==> src/design/hbs_pkg.sv <==
package hbs_pkg;

  localparam int unsigned GRID_WIDTH_DEF  = 16;
  localparam int unsigned GRID_HEIGHT_DEF = 16;

  localparam int unsigned STORE_DEPTH = 256;
  localparam int unsigned ADDR_W      = 8;
  localparam int unsigned HEIGHT_W    = 16;
  localparam int unsigned FRAC_W      = 8;
  localparam int unsigned WEIGHT_W    = 17;
  localparam int unsigned ACC_W       = 34;

  localparam logic OP_WRITE  = 1'b0;
  localparam logic OP_SAMPLE = 1'b1;

  typedef struct packed {
    logic       clear;
    logic       load_w;
    logic [1:0] corner;
    logic       mul_en;
    logic       acc_en;
  } mac_ctrl_t;

endpackage

==> src/design/hbs_store.sv <==
module hbs_store
  import hbs_pkg::*;
(
  input  logic                       clk,
  input  logic                       wr_en,
  input  logic [ADDR_W-1:0]          wr_addr,
  input  logic signed [HEIGHT_W-1:0] wr_data,
  input  logic [ADDR_W-1:0]          rd_addr,
  output logic signed [HEIGHT_W-1:0] rd_data
);

  logic signed [HEIGHT_W-1:0] mem [STORE_DEPTH];

  always_ff @(posedge clk) begin
    if (wr_en) begin
      mem[wr_addr] <= wr_data;
    end
  end

  always_ff @(posedge clk) begin
    rd_data <= mem[rd_addr];
  end

endmodule

==> config.mk <==
export PLATFORM = sky130hd
export DESIGN_NAME = hbs_store
export DESIGN_NICKNAME = d
export VERILOG_FILES = /design/src/design/hbs_pkg.sv /design/src/design/hbs_store.sv
export SDC_FILE = /design/constraint.sdc
export NUM_CORES = 2
export LEC_CHECK = 0
export BUFFER_PORTS_ARGS = -buffer_cell sky130_fd_sc_hd__buf_4
export CAP_MARGIN = 20
export CORE_ASPECT_RATIO = 1.1
export CORE_MARGIN = 3
export CORE_UTILIZATION = 45
export DETAILED_ROUTE_END_ITERATION = 16
export PLACE_DENSITY_LB_ADDON = 0.25
export RECOVER_POWER = 100
export SLEW_MARGIN = 20
export SYNTH_ARGS = -nofsm -noshare
export SYNTH_HDL_FRONTEND = slang
export SYNTH_SLANG_ARGS = --single-unit
==> constraint.sdc <==
create_clock -name clk -period 3.13 [get_ports clk]
set_input_delay 0.313 -clock clk [delete_from_list [all_inputs] [get_ports clk]]
set_output_delay 0.313 -clock clk [all_outputs]
set_load 0.005 [all_outputs]
==> impl_results.md <==
- Status: complete, but fails checks
- Failing checks: capacitance limit, slew limit, setup timing
- H-tree depth: 5
- Flop2flop setup slack: 20 ps
- Max Fclk: 311 MHz
- Register area share after synthesis: 77.7%
- Cell count after synthesis: 7,360
- Total Routed Length: 425,000 um
- Later-pin clock latency in the skew report: 960 ps
- Top cell family by delay on the critical path: buffers and inverters
- Worst-case clock buffer depth: 4
- Storage element area: 123,000 um^2
- Avg Inst Size Synth: 21.6 um^2
- CP Capture Type: register
- Worst r2r src: mem[62][15]$_DFFE_PP_
- Kind of critical path: in -> reg
- ANT nets after route: 0
- Postcts setup bufs: 0
- Asr flop ratio synth: 0%
- Slowest-stage cell, CP: clkbuf_1
- Largest net degree at the start of global routing: 142
- WHS Endpoint: mem[42][3]$_DFFE_PP_
- WHS Path Cells: 5
- Pins Over Slew Limit: 1,550
- RSZ-0062 raised after global routing: no
- Die area: 360,000 um^2
- Max-Cap Viols: 34
- Critical-path cell list: clkbuf_1 -> nor2_1 -> clkbuf_1 -> nand3_1 -> clkbuf_1 -> nor2_1 -> clkbuf_2
- Initial antenna violation count: 24
- Core area: 351,000 um^2
- Area Overhead vs Synth: 15.3%
- Post-place setup slack: -1110 ps
- CP Launch Type: primary input
- TritonCTS Buffers: 412
- Fill cells: 27,300
- Placer Congestion: 0.920
- Commonest register cell after synthesis: edfxtp_1
- Vias per cell: 6.10
- Leakage power: 58.4 nW
- Overall Global Routing Usage: 23.4%
- CP arrival: 3830 ps
- Final Setup Violations: 85
- Tmin final: 3220 ps
- TritonCTS clock tree: yes
- WL/cell: 32.2 um
- Initial DRC count: 10,400
- Initial core utilization: 45.2%
- # DRC: 0
- Vias in the first global route: 80,300
- Via Count: 80,700
- Worst Skew: 37.4 ps
- Synthesis Warnings: 0
- First-pass DRT Iterations: 6
- Synth Cell Area: 159,000 um^2
- Most Frequent Cell on Critical Path: clkbuf_1
- Worst-Margin Slew: 3100 ps
- HPWL Detailed: 264,000 um
- Total grt overflow: 0
- Flops & latches, synth: 4,112
- Worst path required time: 3740 ps
- Hold Crit Class: in -> reg
- Max VDD drop: 0.468 mV
- PortBufs: 49
- FF-to-FF End: rd_data[15]$_DFF_P_
- Layout cell share with drive strength beyond 1: 26.2%
- Die W: 572 um
- Fin. Hold Viols: 0
- Clk pin slew, worst setup/hold paths: 60 ps
- Post-route setup slack: -90.3 ps
- Critical path fanouts, max: 13
- R2r worst-path depth: 6
- Number of nets in the layout: 8,304
- Crit path buffers/inverters: 4
- Hold Startpoint: wr_addr[4]
- Clock sink total: 4,112
- Syn nets: 7,394
- Die extent in y: 629 um
- Multi-input gate area in the final layout: 32,900 um^2
- Synth cell types: 52
- Root Buffer: clkbuf_16
- Layout Utilization: 52.1%
- Num rows: 228
- Relative slew slack: -106%
- First-pass GRT wire length: 603,000 um
- Slowest stage delay, CP: 1800 ps
- Pwr Density: 636 nW/um^2
- EDFF count, synth: 4,096
- I/O pin count: 50
- Tcrit/Tclk final: 103%
[registers in the layout (all words and copies together) (netlist names)]
signal,cells
mem,4096
rd_data,16
[cells in the final DEF, fill, tap and decap left out, types with 43 or more instances in the layout]
master	Yosys	layout
nor3_1	92	90
mux2_2	88	88
mux2i_1	565	565
mux4_2	797	797
a21oi_1	175	174
clkbuf_16	0	420
nor2_2	0	70
nor2_1	304	233
clkinv_2	0	67
o22ai_1	148	148
o221ai_1	252	252
buf_4	26	423
bufinv_16	0	50
edfxtp_1	4096	4096
buf_12	5	109
clkbuf_2	0	142
a22oi_1	43	43
clkinv_1	0	97
clkbuf_1	230	311
[final cells by class]
class / count / share of cell area [%]
clock buffers: 509 / 5.95
multi-input cells: 2792 / 18.0
inverters: 4 / 0.0150
repair buffers: 948 / 4.04
diodes: 13 / 0.0178
clock inverters: 250 / 1.42
flip-flops and latches: 4112 / 67.4
well taps: 4600 / 3.15
[cell usage after synthesis, drive strengths merged (2+ instances only)]
cell	number	area, um^2
edfxtp	4096	123000
mux4	797	17900
mux2i	565	5660
nor2	304	1140
o221ai	253	2220
clkbuf	230	863
buf	222	1810
a21oi	175	876
o22ai	148	926
nor3	92	460
mux2	88	991
a22oi	43	323
nand2	38	143
o21ai	38	190
nand3	35	175
a22o	32	280
a221oi	28	245
nand4	26	163
o32ai	21	191
a211oi	18	135
nor4	18	119
dfxtp	16	320
o31ai	16	120
and3	11	68.8
nor2b	9	56.3
a2111oi	6	52.6
a31oi	6	37.5
or2	5	31.3
inv	4	15.0
nand2b	3	18.8
nand4b	3	26.3
a21o	2	15.0
and2	2	12.5
and4	2	17.5
nor4bb	2	20.0
or3	2	12.5
[per-layer routing]
layer / global-route usage, % / share of wire, % / up-vias
met1: 32.9 / 40 / 43100
met3: 3.82 / 8.4 / 687
li1: - / - / 33200
met5: 0 / 0.0042 / -
met2: 37.3 / 48 / 3766
met4: 7.64 / 3.8 / 4
[report_power, final]
part	total [mW]	switching, mW	leakage, nW	internal [mW]
logic	6.14	3.85	14.8	2.30
clock network	49.4	20.6	6.57	28.8
registers	60.9	0.127	36.9	60.7
[cells by family after synthesis]
kind of cell	count (synthesis)	synth area share [%]
mux	1450	15.5
compound gates	786	3.54
buf+inv	456	1.69
flops	4112	77.7
simple gates	556	1.57
[worst min-delay path, cell delays in order]
cell and delay [ps]:
buf_4 170, nor2b_1 80, nand2_1 60, buf_4 250, nor2_1 100
[metrics by stage]
step / cell area (um^2) / total power [mW] / TNS, ps / hold WS [ps] / cells
4_1_cts: 185000 / 117 / 0 / 25.1 / 13200
6_report: 183000 / 116 / -2180 / 220 / 13200
3_3_place_gp: 171000 / 68.1 / -8310 / 721 / 12400
5_1_grt: 183000 / 120 / 0 / 215 / 13200
3_5_place_dp: 171000 / 68.2 / -8690 / 714 / 12400
2_1_floorplan: 159000 / 64.9 / 0 / 412 / 7360
[worst max path at each step]
stage / start / end / slack [ps] / cells after the start
final: wr_addr[2] / mem[34][5]$_DFFE_PP_ / -90 / 7
after global routing: wr_addr[2] / mem[34][5]$_DFFE_PP_ / 20 / 7
after floorplan: wr_addr[3] / mem[235][0]$_DFFE_PP_ / 650 / 6
after detailed placement: rd_addr[0] / rd_data[3]$_DFF_P_ / -1110 / 13
after CTS: rd_addr[0] / rd_data[9]$_DFF_P_ / 190 / 13
after global placement: rd_addr[0] / rd_data[3]$_DFF_P_ / -1080 / 13
[what timing repair did]
item                                    in CTS  in global routing
resized for setup                            1                  1
endpoints found under the hold margin      796                  0
pin swaps                                    0                  0
hold buffers                                15                  0
endpoints found under the setup margin       1                  1
Note: power is estimated with default switching activity, not from simulation.
