## config.mk

```make
export PLATFORM = sky130hd
export DESIGN_NAME = hbs_mac
export DESIGN_NICKNAME = d
export VERILOG_FILES = /design/src/design/hbs_pkg.sv /design/src/design/hbs_mac.sv
export SDC_FILE = /design/constraint.sdc
export NUM_CORES = 1
export LEC_CHECK = 0
export BUFFER_PORTS_ARGS = -buffer_cell sky130_fd_sc_hd__buf_4
export CAP_MARGIN = 20
export CORE_ASPECT_RATIO = 1.25
export CORE_MARGIN = 1.5
export CORE_UTILIZATION = 50
export DETAILED_ROUTE_END_ITERATION = 8
export PLACE_DENSITY = 0.76
export RECOVER_POWER = 50
export SYNTH_ARGS = -nofsm -noshare
export SYNTH_HDL_FRONTEND = slang
export SYNTH_SLANG_ARGS = --single-unit
```

## constraint.sdc

```tcl
create_clock -name clk -period 17.2 [get_ports clk]
set_clock_uncertainty 0.2 [all_clocks]
set_input_delay 1.72 -clock clk [delete_from_list [all_inputs] [get_ports clk]]
set_output_delay 1.72 -clock clk [all_outputs]
set_load 0.05 [all_outputs]
```

## src/design/hbs_pkg.sv

```systemverilog
package hbs_pkg;

  localparam int unsigned GRID_WIDTH_DEF  = 16;
  localparam int unsigned GRID_HEIGHT_DEF = 16;

  localparam int unsigned STORE_DEPTH = 256;
  localparam int unsigned ADDR_W      = 8;
  localparam int unsigned HEIGHT_W    = 16;
  localparam int unsigned FRAC_W      = 8;
  localparam int unsigned WEIGHT_W    = 17;
  localparam int unsigned ACC_W       = 34;

  localparam logic OP_WRITE  = 1'b0;
  localparam logic OP_SAMPLE = 1'b1;

  typedef struct packed {
    logic       clear;
    logic       load_w;
    logic [1:0] corner;
    logic       mul_en;
    logic       acc_en;
  } mac_ctrl_t;

endpackage

```

## src/design/hbs_mac.sv

```systemverilog
module hbs_mac
  import hbs_pkg::*;
(
  input  logic                       clk,
  input  mac_ctrl_t                  ctrl,
  input  logic [FRAC_W-1:0]          fu,
  input  logic [FRAC_W-1:0]          fv,
  input  logic signed [HEIGHT_W-1:0] rd_data,
  output logic signed [HEIGHT_W-1:0] result
);

  logic [FRAC_W:0]             wu;
  logic [FRAC_W:0]             wv;
  logic [2*FRAC_W+1:0]         wfull;
  logic [WEIGHT_W-1:0]         wreg;
  logic signed [ACC_W-1:0]     mult;
  logic signed [ACC_W-1:0]     prod;
  logic signed [ACC_W-1:0]     acc;
  logic signed [ACC_W-1:0]     acc_adj;

  // corner bit 0 picks the right column, bit 1 the lower row
  always_comb begin
    wu    = ctrl.corner[0] ? {1'b0, fu} : (9'd256 - {1'b0, fu});
    wv    = ctrl.corner[1] ? {1'b0, fv} : (9'd256 - {1'b0, fv});
    wfull = {9'd0, wu} * {9'd0, wv};
    mult  = $signed({1'b0, wreg}) * rd_data;
  end

  always_ff @(posedge clk) begin
    if (ctrl.load_w) begin
      wreg <= wfull[WEIGHT_W-1:0];
    end
    if (ctrl.mul_en) begin
      prod <= mult;
    end
    if (ctrl.clear) begin
      acc <= '0;
    end else if (ctrl.acc_en) begin
      acc <= acc + prod;
    end
  end

  // truncate toward zero
  always_comb begin
    acc_adj = acc + (acc[ACC_W-1] ? ACC_W'(65535) : ACC_W'(0));
    result  = acc_adj[2*FRAC_W+HEIGHT_W-1:2*FRAC_W];
  end

endmodule

```

==> impl_metrics.ini, run 1 <==
[place]
hpwl_um = 30000
io_buffers = 54
place.gp.congestion = 0.889

[run_status]
status = complete, but fails checks
violations = max-capacitance violations, max-slew violations

[clocking]
insertion_delay_ns = 0.36
cts_max_level = 3
post-cts-setup-buffer-count = 0
cts_resized = 0
clockBufferDepth = 2
path_clk_slew_ns = 0.07
cts.sink_count = 85
cts_tree = done
cts-root-buf = clkbuf_16
cts_inserted_buffers = 9
cts_hold_buf = 0

[synth]
yosys_warnings = 0
ys_ff_latch = 85
ys_async_sr_fraction = 0
synth_ff_type = edfxtp_1
synthCells = 1911
ys_seq_area_frac = 0.130
syn_area_um2 = 17000
synth_edf_count = 51
synth.avg_cell_area_um2 = 8.89
ys_types = 65
synth_fp_nets = 2418

[detailed_routing]
drcViolationCount = 0
wl_per_cell_um = 15.5
ant_nets = 0
drtIter0Drc = 483
vias = 12600
finalWirelength_um = 36400
via_per_inst = 5.39
drt_pass1_iterations = 5

[grt]
grt_pass1_wl_um = 62400
antenna_found_initial = 0
gr-usage-all-layers = 0.218
grt_max_degree = 41
grt_pass1_vias = 13600
overflow = 0

[critical_path]
criticalPathCategory = input port to flip-flop
start_kind = input port
crit_slowest_cell = nor4_2
end_kind = flip-flop
cp_data_required_time_ns = 17.11
reg2reg_from = wreg[11]$_DFFE_PP_
crit_fanout = 10
cpPeakStageDelay_ns = 0.62
crit_top_cell = fa_1
r2r_cells = 19
path_cells = clkbuf_1 > inv_1 > ha_1 > or3b_2 > nor4_2 > nand2_1 > fa_1 > fa_1 > inv_1 > fa_1 > fa_1 > ha_1 > a21boi_0 > o21ai_0 > a21boi_0 > o21ai_0 > a21boi_0 > o21ai_0 > nor2b_1 > xnor2_1
path_delay_family = adder cells
cp.buffers_inverters = 3
path_depth = 20
crit_start = fv[0]
cp.arrival_ns = 7.60

[timing]
period_share = 0.447
tns_ns = 0
hold_viol_final = 0
min_period_ns = 7.68
worstMarginPinSlew_ns = 1.86
slew_violations = 66
slew_headroom = -0.241
clock.fmax_mhz = 130
setup_violations = 0
rsz0062_at_grt = false

[cells_and_area]
antenna_cells = 0
final_cell_mix = inv_1 (357), fa_1 (258), nand2_1 (228)
drive_gt1_frac = 0.0437
syn_to_final_growth_pct = 5.98
layout_commonest_cell = inv_1
nets = 2424

[die]
start_util = 0.507
coreArea_um2 = 33500
die_w_um = 168
die_h_um = 209
dieArea_um2 = 35100
io_pins = 55
rows = 75

[min_path]
min_from = acc[32]$_SDFFE_PP0P_
holdCritPathClass = flip-flop to flip-flop
min_path_cells = 2

[flow_run]
drv_cap = 2
[metrics by stage]
step                utilization  cell area, um^2  cells  hold WS [ns]  worst slack, ns
floorplan                     -            17000   1911         0.265             9.59
global placement          0.529            17700   2329         0.282             9.38
detailed placement        0.529            17700   2329         0.294             9.22
CTS                       0.538            18000   2345         0.310             9.61
global route              0.538            18000   2345         0.353             9.06
finish                    0.538            18000   2345         0.304             9.52
[sequential cells by signal, indices dropped and copies added, names as in the netlist]
signal and flops:
acc 34, prod 34, wreg 17
[cells in the mapped netlist (35+ instances only)]
library cell  count  area share
inv_1           357       0.079
fa_1            258        0.30
nand2_1         228       0.050
ha_1            210        0.15
and2_1          153       0.056
nor2_1          104       0.023
a21oi_1          70       0.021
xnor2_1          63       0.032
clkbuf_1         57       0.013
edfxtp_1         51       0.090
a21o_1           36       0.016
xor2_1           35       0.018
[kinds of logic (layout without fill, tap and decap cells)]
| kind of cell | Yosys count | count (layout) | synth area share |
|---|---|---|---|
| and+or+nand+nor | 596 | 596 | 0.170 |
| buffers and inverters | 416 | 427 | 0.0919 |
| adders and majority gates | 468 | 468 | 0.458 |
| AOI/OAI and AO/OA | 228 | 228 | 0.0868 |
| xor gates and xnor gates | 98 | 98 | 0.0505 |
| muxes | 20 | 20 | 0.0119 |
| DFF | 85 | 85 | 0.130 |
[layout make-up]
class                   count  area, um^2
well taps                 423         529
fillers                  2956       15500
inverters                 357        1340
clock buffers               9         225
clock inverters             7        96.3
repair buffers             54         387
multi-input cells        1410       13200
flip-flops and latches     85        2210
[final timing paths]
| check | endpoint | slack, ns |
|---|---|---|
| worst max-delay path | wreg[14]$_DFFE_PP_ | 9.52 |
| worst min-delay path | acc[32]$_SDFFE_PP0P_ | 0.30 |
| worst max register to register | prod[30]$_DFFE_PP_ | 10.30 |
| worst min register to register | acc[32]$_SDFFE_PP0P_ | 0.30 |
[per-layer routing]
| metal | track usage | share of wire | vias to the layer above |
|---|---|---|---|
| li1 | - | - | 6054 |
| met1 | 0.249 | 0.40 | 6274 |
| met2 | 0.424 | 0.54 | 254 |
| met3 | 0.0199 | 0.036 | 50 |
| met4 | 0.0715 | 0.019 | 0 |
| met5 | 0 | 0 | - |
[worst min-delay path, stage by stage, from the launching register on]
cell and delay [ns]:
dfxtp_1 0.33, mux2i_1 0.07, nor2_1 0.08
Power of run 1 is not shown: default switching activity piles up to over one toggle a cycle in this logic, so the estimate is an artifact.
==> run 2: changes to the inputs <==
clock period = 7.2 ns   (was 17.2 ns; I/O delays follow)
==> run 2 against run 1 <==
- the flow still finishes with violations (max-capacitance violations, max-slew violations)
- critical path type is now flip-flop to flip-flop
- die area unchanged
- non-clock buffer count increased by 12
- largest cell class unchanged
- critical endpoint is now prod[30]$_DFFE_PP_
- sequential share of layout area about the same
==> impl_metrics.ini, run 2 (synthesized netlist as in run 1, its figures left out) <==
[place]
io_buffers = 54
place.gp.congestion = 0.868
hpwl_um = 30400

[flow_run]
drv_cap = 2

[die]
start_util = 0.507
io_pins = 55
coreArea_um2 = 33500
dieArea_um2 = 35100
rows = 75
die_h_um = 209
die_w_um = 168

[cells_and_area]
top_regs = acc (34), prod (34), wreg (17)
final_cell_mix = inv_1 (357), fa_1 (258), nand2_1 (228)
nets = 2436
layout_commonest_cell = inv_1
syn_to_final_growth_pct = 6.33
drive_gt1_frac = 0.0486
antenna_cells = 0

[timing]
clock.fmax_mhz = 146
slew_headroom = -0.200
tns_ns = 0
hold_viol_final = 0
period_share = 0.952
setup_violations = 0
slew_violations = 66
min_period_ns = 6.85
rsz0062_at_grt = false
worstMarginPinSlew_ns = 1.80

[detailed_routing]
drt-met1-wl_um = 14400
ant_nets = 0
met3_length_um = 1570
drtIter0Drc = 499
via_per_inst = 5.41
met2_length_um = 19300
drcViolationCount = 0
finalWirelength_um = 36500
vias = 12800
wl_per_cell_um = 15.5
drt_pass1_iterations = 5
highest_layer = met4

[critical_path]
end_kind = flip-flop
cpPeakStageDelay_ns = 0.77
crit_fanout = 16
reg2reg_from = wreg[10]$_DFFE_PP_
crit_top_cell = fa_1
cp_data_required_time_ns = 7.11
crit_slowest_cell = edfxtp_1
crit_start = wreg[10]$_DFFE_PP_
cp.arrival_ns = 6.76
criticalPathCategory = flip-flop to flip-flop
path_cells = nand2_1 > fa_1 > fa_1 > inv_1 > fa_1 > inv_1 > fa_1 > fa_1 > fa_1 > inv_1 > ha_1 > and4_1 > o311ai_1 > a31oi_1 > o21ai_1 > a311oi_1 > nand4_1 > a31oi_1 > xor2_1
start_kind = flip-flop

[grt]
antenna_found_initial = 0
grt_pass1_vias = 13400
grt_max_degree = 41
overflow = 0
grt_pass1_wl_um = 62000
gr-usage-all-layers = 0.218

[min_path]
holdCritPathClass = flip-flop to flip-flop
min_from = acc[1]$_SDFFE_PP0P_

[run_status]
status = complete, but fails checks
violations = max-capacitance violations, max-slew violations

[clocking]
path_clk_slew_ns = 0.07
clockBufferDepth = 2
cts_resized = 0
cts_inserted_buffers = 9
cts_max_level = 3
cts-root-buf = clkbuf_16
cts_hold_buf = 0
post-cts-setup-buffer-count = 0
cts.sink_count = 85
cts_tree = done
insertion_delay_ns = 0.36
-- run 2: per-stage QoR --
stage	hold WS [ns]	setup slack [ns]	util	instance area, um^2	std cells
floorplan	0.265	0.590	-	17000	1911
global placement	0.288	0.414	0.531	17800	2341
detailed placement	0.314	0.269	0.531	17800	2341
CTS	0.323	0.397	0.540	18100	2357
global route	0.370	0.0493	0.539	18100	2357
finish	0.323	0.348	0.539	18100	2357
-- run 2: worst paths after layout --
| path | cells after the start | to | slack, ns |
|---|---|---|---|
| max | 19 | prod[30]$_DFFE_PP_ | 0.35 |
| min reg2reg | 2 | acc[1]$_SDFFE_PP0P_ | 0.32 |
| min | 2 | acc[1]$_SDFFE_PP0P_ | 0.32 |
| max reg2reg | 19 | prod[30]$_DFFE_PP_ | 0.35 |
-- run 2: routing by layer --
metal | track usage | up-vias
li1 | - | 6092
met1 | 0.247 | 6240
met2 | 0.415 | 332
met3 | 0.0250 | 92
met4 | 0.0845 | 0
met5 | 0 | -
-- run 2: cell type report --
class,instances,area (um^2)
Inverter,357,1340
Timing Repair Buffer,66,477
Tap cell,423,529
Clock inverter,7,71.3
Sequential cell,85,2210
Fill cell,2915,15400
Clock buffer,9,225
Multi-Input combinational cell,1410,13200
-- run 2: worst max-delay path: cells and delay by family (launching register included) --
kind / cells / cell delay, ns
flip-flops: 1 / 0.77
AO/OA/AOI/OAI: 5 / 1.39
XOR/XNOR: 1 / 0.08
adder cells (fa/ha/maj): 7 / 3.38
AND/OR/NAND/NOR: 3 / 0.61
buffers and inverters: 3 / 0.15
Power of run 2 is left out for the same reason.
==> run 3: changes to the inputs <==
ABC_AREA = 1   (was unset)
==> run 3 against run 2 <==
- the flow still finishes with violations (max-capacitance violations, max-slew violations)
- global-route usage up 5.2 points
- die area is 12% higher
- via count is 28% higher
- final cell count rose by 34%
- largest cell class unchanged
==> impl_metrics.ini, run 3 <==
[timing]
hold_viol_final = 0
hold_slack_ns = 0.356
clock.fmax_mhz = 162
slew_violations = 77
period_share = 0.857
min_period_ns = 6.17
slew_headroom = -0.385
rsz0062_at_grt = false
setup_violations = 0
tns_ns = 0
worstMarginPinSlew_ns = 2.08

[die]
io_pins = 55
die_w_um = 178
start_util = 0.510
coreArea_um2 = 37500
die_h_um = 222
dieArea_um2 = 39400
rows = 79

[cells_and_area]
nets = 3164
layout_commonest_cell = inv_1
antenna_cells = 0
top_regs = acc (34), prod (34), wreg (17)
syn_to_final_growth_pct = 5.58
drive_gt1_frac = 0.0466
fin_area_um2 = 20200
final_cell_mix = inv_1 (685), nand2_1 (676), fa_1 (258)

[detailed_routing]
ant_nets = 0
drt_pass1_iterations = 7
finalWirelength_um = 50400
vias = 16300
via_per_inst = 5.17
wl_per_cell_um = 16.0
drtIter0Drc = 785
drcViolationCount = 0

[clocking]
cts_resized = 0
cts-root-buf = clkbuf_16
post-cts-setup-buffer-count = 0
cts_max_level = 3
clockBufferDepth = 2
cts.sink_count = 85
cts_tree = done
path_clk_slew_ns = 0.07
cts_inserted_buffers = 9
cts_hold_buf = 0
insertion_delay_ns = 0.37

[place]
post_dp_cell_area_um2 = 19900
place.gp.congestion = 0.950
hpwl_um = 42900
io_buffers = 54

[critical_path]
crit_slowest_cell = edfxtp_1
path_cells = nand2_1 > fa_1 > inv_1 > fa_1 > inv_1 > fa_1 > inv_1 > fa_1 > fa_1 > inv_1 > fa_1 > inv_1 > ha_1 > a21oi_1 > o21ai_0 > a21oi_1 > o21ai_2 > nand3_1 > nand2_1 > xor2_1
cp.buffers_inverters = 5
path_delay_family = adder cells
cp.arrival_ns = 6.07
end_kind = flip-flop
crit_top_cell = fa_1
criticalPathCategory = flip-flop to flip-flop
reg2reg_from = wreg[7]$_DFFE_PP_
cpPeakStageDelay_ns = 0.86
crit_fanout = 16
crit_start = wreg[7]$_DFFE_PP_
cp_data_required_time_ns = 7.10
start_kind = flip-flop

[grt]
grt_pass1_vias = 17500
gr-usage-all-layers = 0.270
grt_pass1_wl_um = 83700
antenna_found_initial = 0
overflow = 0
grt_max_degree = 42

[synth]
synth.avg_cell_area_um2 = 7.19
ys_types = 51
synth_edf_count = 51
ys_seq_area_frac = 0.116
synth_ff_type = edfxtp_1
yosys_warnings = 0
ys_top_cells_by_count = inv_1 (685), nand2_1 (675), fa_1 (258), ha_1 (210), nor2_1 (182)
synthCells = 2657
syn_area_um2 = 19100
synth_top_area_frac = 0.270
ys_async_sr_fraction = 0
synth_fp_nets = 3164
yosysTopAreaCell = fa_1
ys_ff_latch = 85
netlist_top_cells_area = fa_1 (27%), ha_1 (14%), inv_1 (13%), nand2_1 (13%), edfxtp_1 (8.0%)
synth.most_common_cell = inv_1

[min_path]
holdCritPathClass = flip-flop to flip-flop
min_from = acc[14]$_SDFFE_PP0P_

[run_status]
violations = max-capacitance violations, max-slew violations
status = complete, but fails checks

[flow_run]
drv_cap = 2
## run 3: cell count changes in the layout (fill, tap and decap cells not counted), moves of 39 or more
cell     previous run  this run
inv_1             357       685
nand3_1            21        83
o21ai_0            34        73
a21oi_1            70       117
nor2_1            104       182
and2_1            151         2
nand2_1           228       676
xnor2_1            63        11
## run 3: layer usage
metal / up-vias / GRT usage / wire, um
met4: 0 / 0.128 / 2470
met2: 448 / 0.518 / 27000
met3: 144 / 0.0269 / 2030
li1: 7922 / - / -
met5: - / 0 / 0
met1: 7770 / 0.290 / 18900
## run 3: path summary, 6_finish.rpt
path                          end  cells past startpoint  slack (ns)
max reg2reg    prod[23]$_DFFE_PP_                     20        1.03
max            prod[23]$_DFFE_PP_                     20        1.03
min          acc[14]$_SDFFE_PP0P_                      2        0.36
min reg2reg  acc[14]$_SDFFE_PP0P_                      2        0.36
## run 3: stage by stage
stage | instances | setup WS (ns) | utilization
after floorplan | 2657 | 1.17 | -
after global placement | 3132 | 0.954 | 0.530
after detailed placement | 3132 | 0.887 | 0.530
after CTS | 3148 | 1.06 | 0.539
after global routing | 3148 | 0.681 | 0.538
final | 3148 | 1.03 | 0.538
## run 3: layout make-up
cell class	count	area, um^2
repair buffers	59	428
multi-input cells	1808	14000
clock buffers	10	250
clock inverters	6	73.8
inverters	694	2610
fillers	3634	17300
well taps	486	608
flip-flops and latches	85	2210
## run 3: cell families after synthesis
kind of cell | Yosys count | synth area share
adders and majority gates | 468 | 0.408
DFF | 85 | 0.116
AOI/OAI and AO/OA | 237 | 0.0689
xor gates and xnor gates | 72 | 0.0342
and+or+nand+nor | 1031 | 0.222
buffers and inverters | 764 | 0.152
## run 3: worst register-to-register path, stage by stage, from the launching register on
cell	delay, ns
edfxtp_1	0.86
nand2_1	0.17
fa_1	0.58
inv_1	0.06
fa_1	0.51
inv_1	0.06
fa_1	0.54
inv_1	0.05
fa_1	0.45
fa_1	0.49
inv_1	0.05
fa_1	0.47
inv_1	0.04
ha_1	0.32
a21oi_1	0.24
o21ai_0	0.21
a21oi_1	0.20
o21ai_2	0.14
nand3_1	0.09
nand2_1	0.06
xor2_1	0.14
Power of run 3 is left out for the same reason.
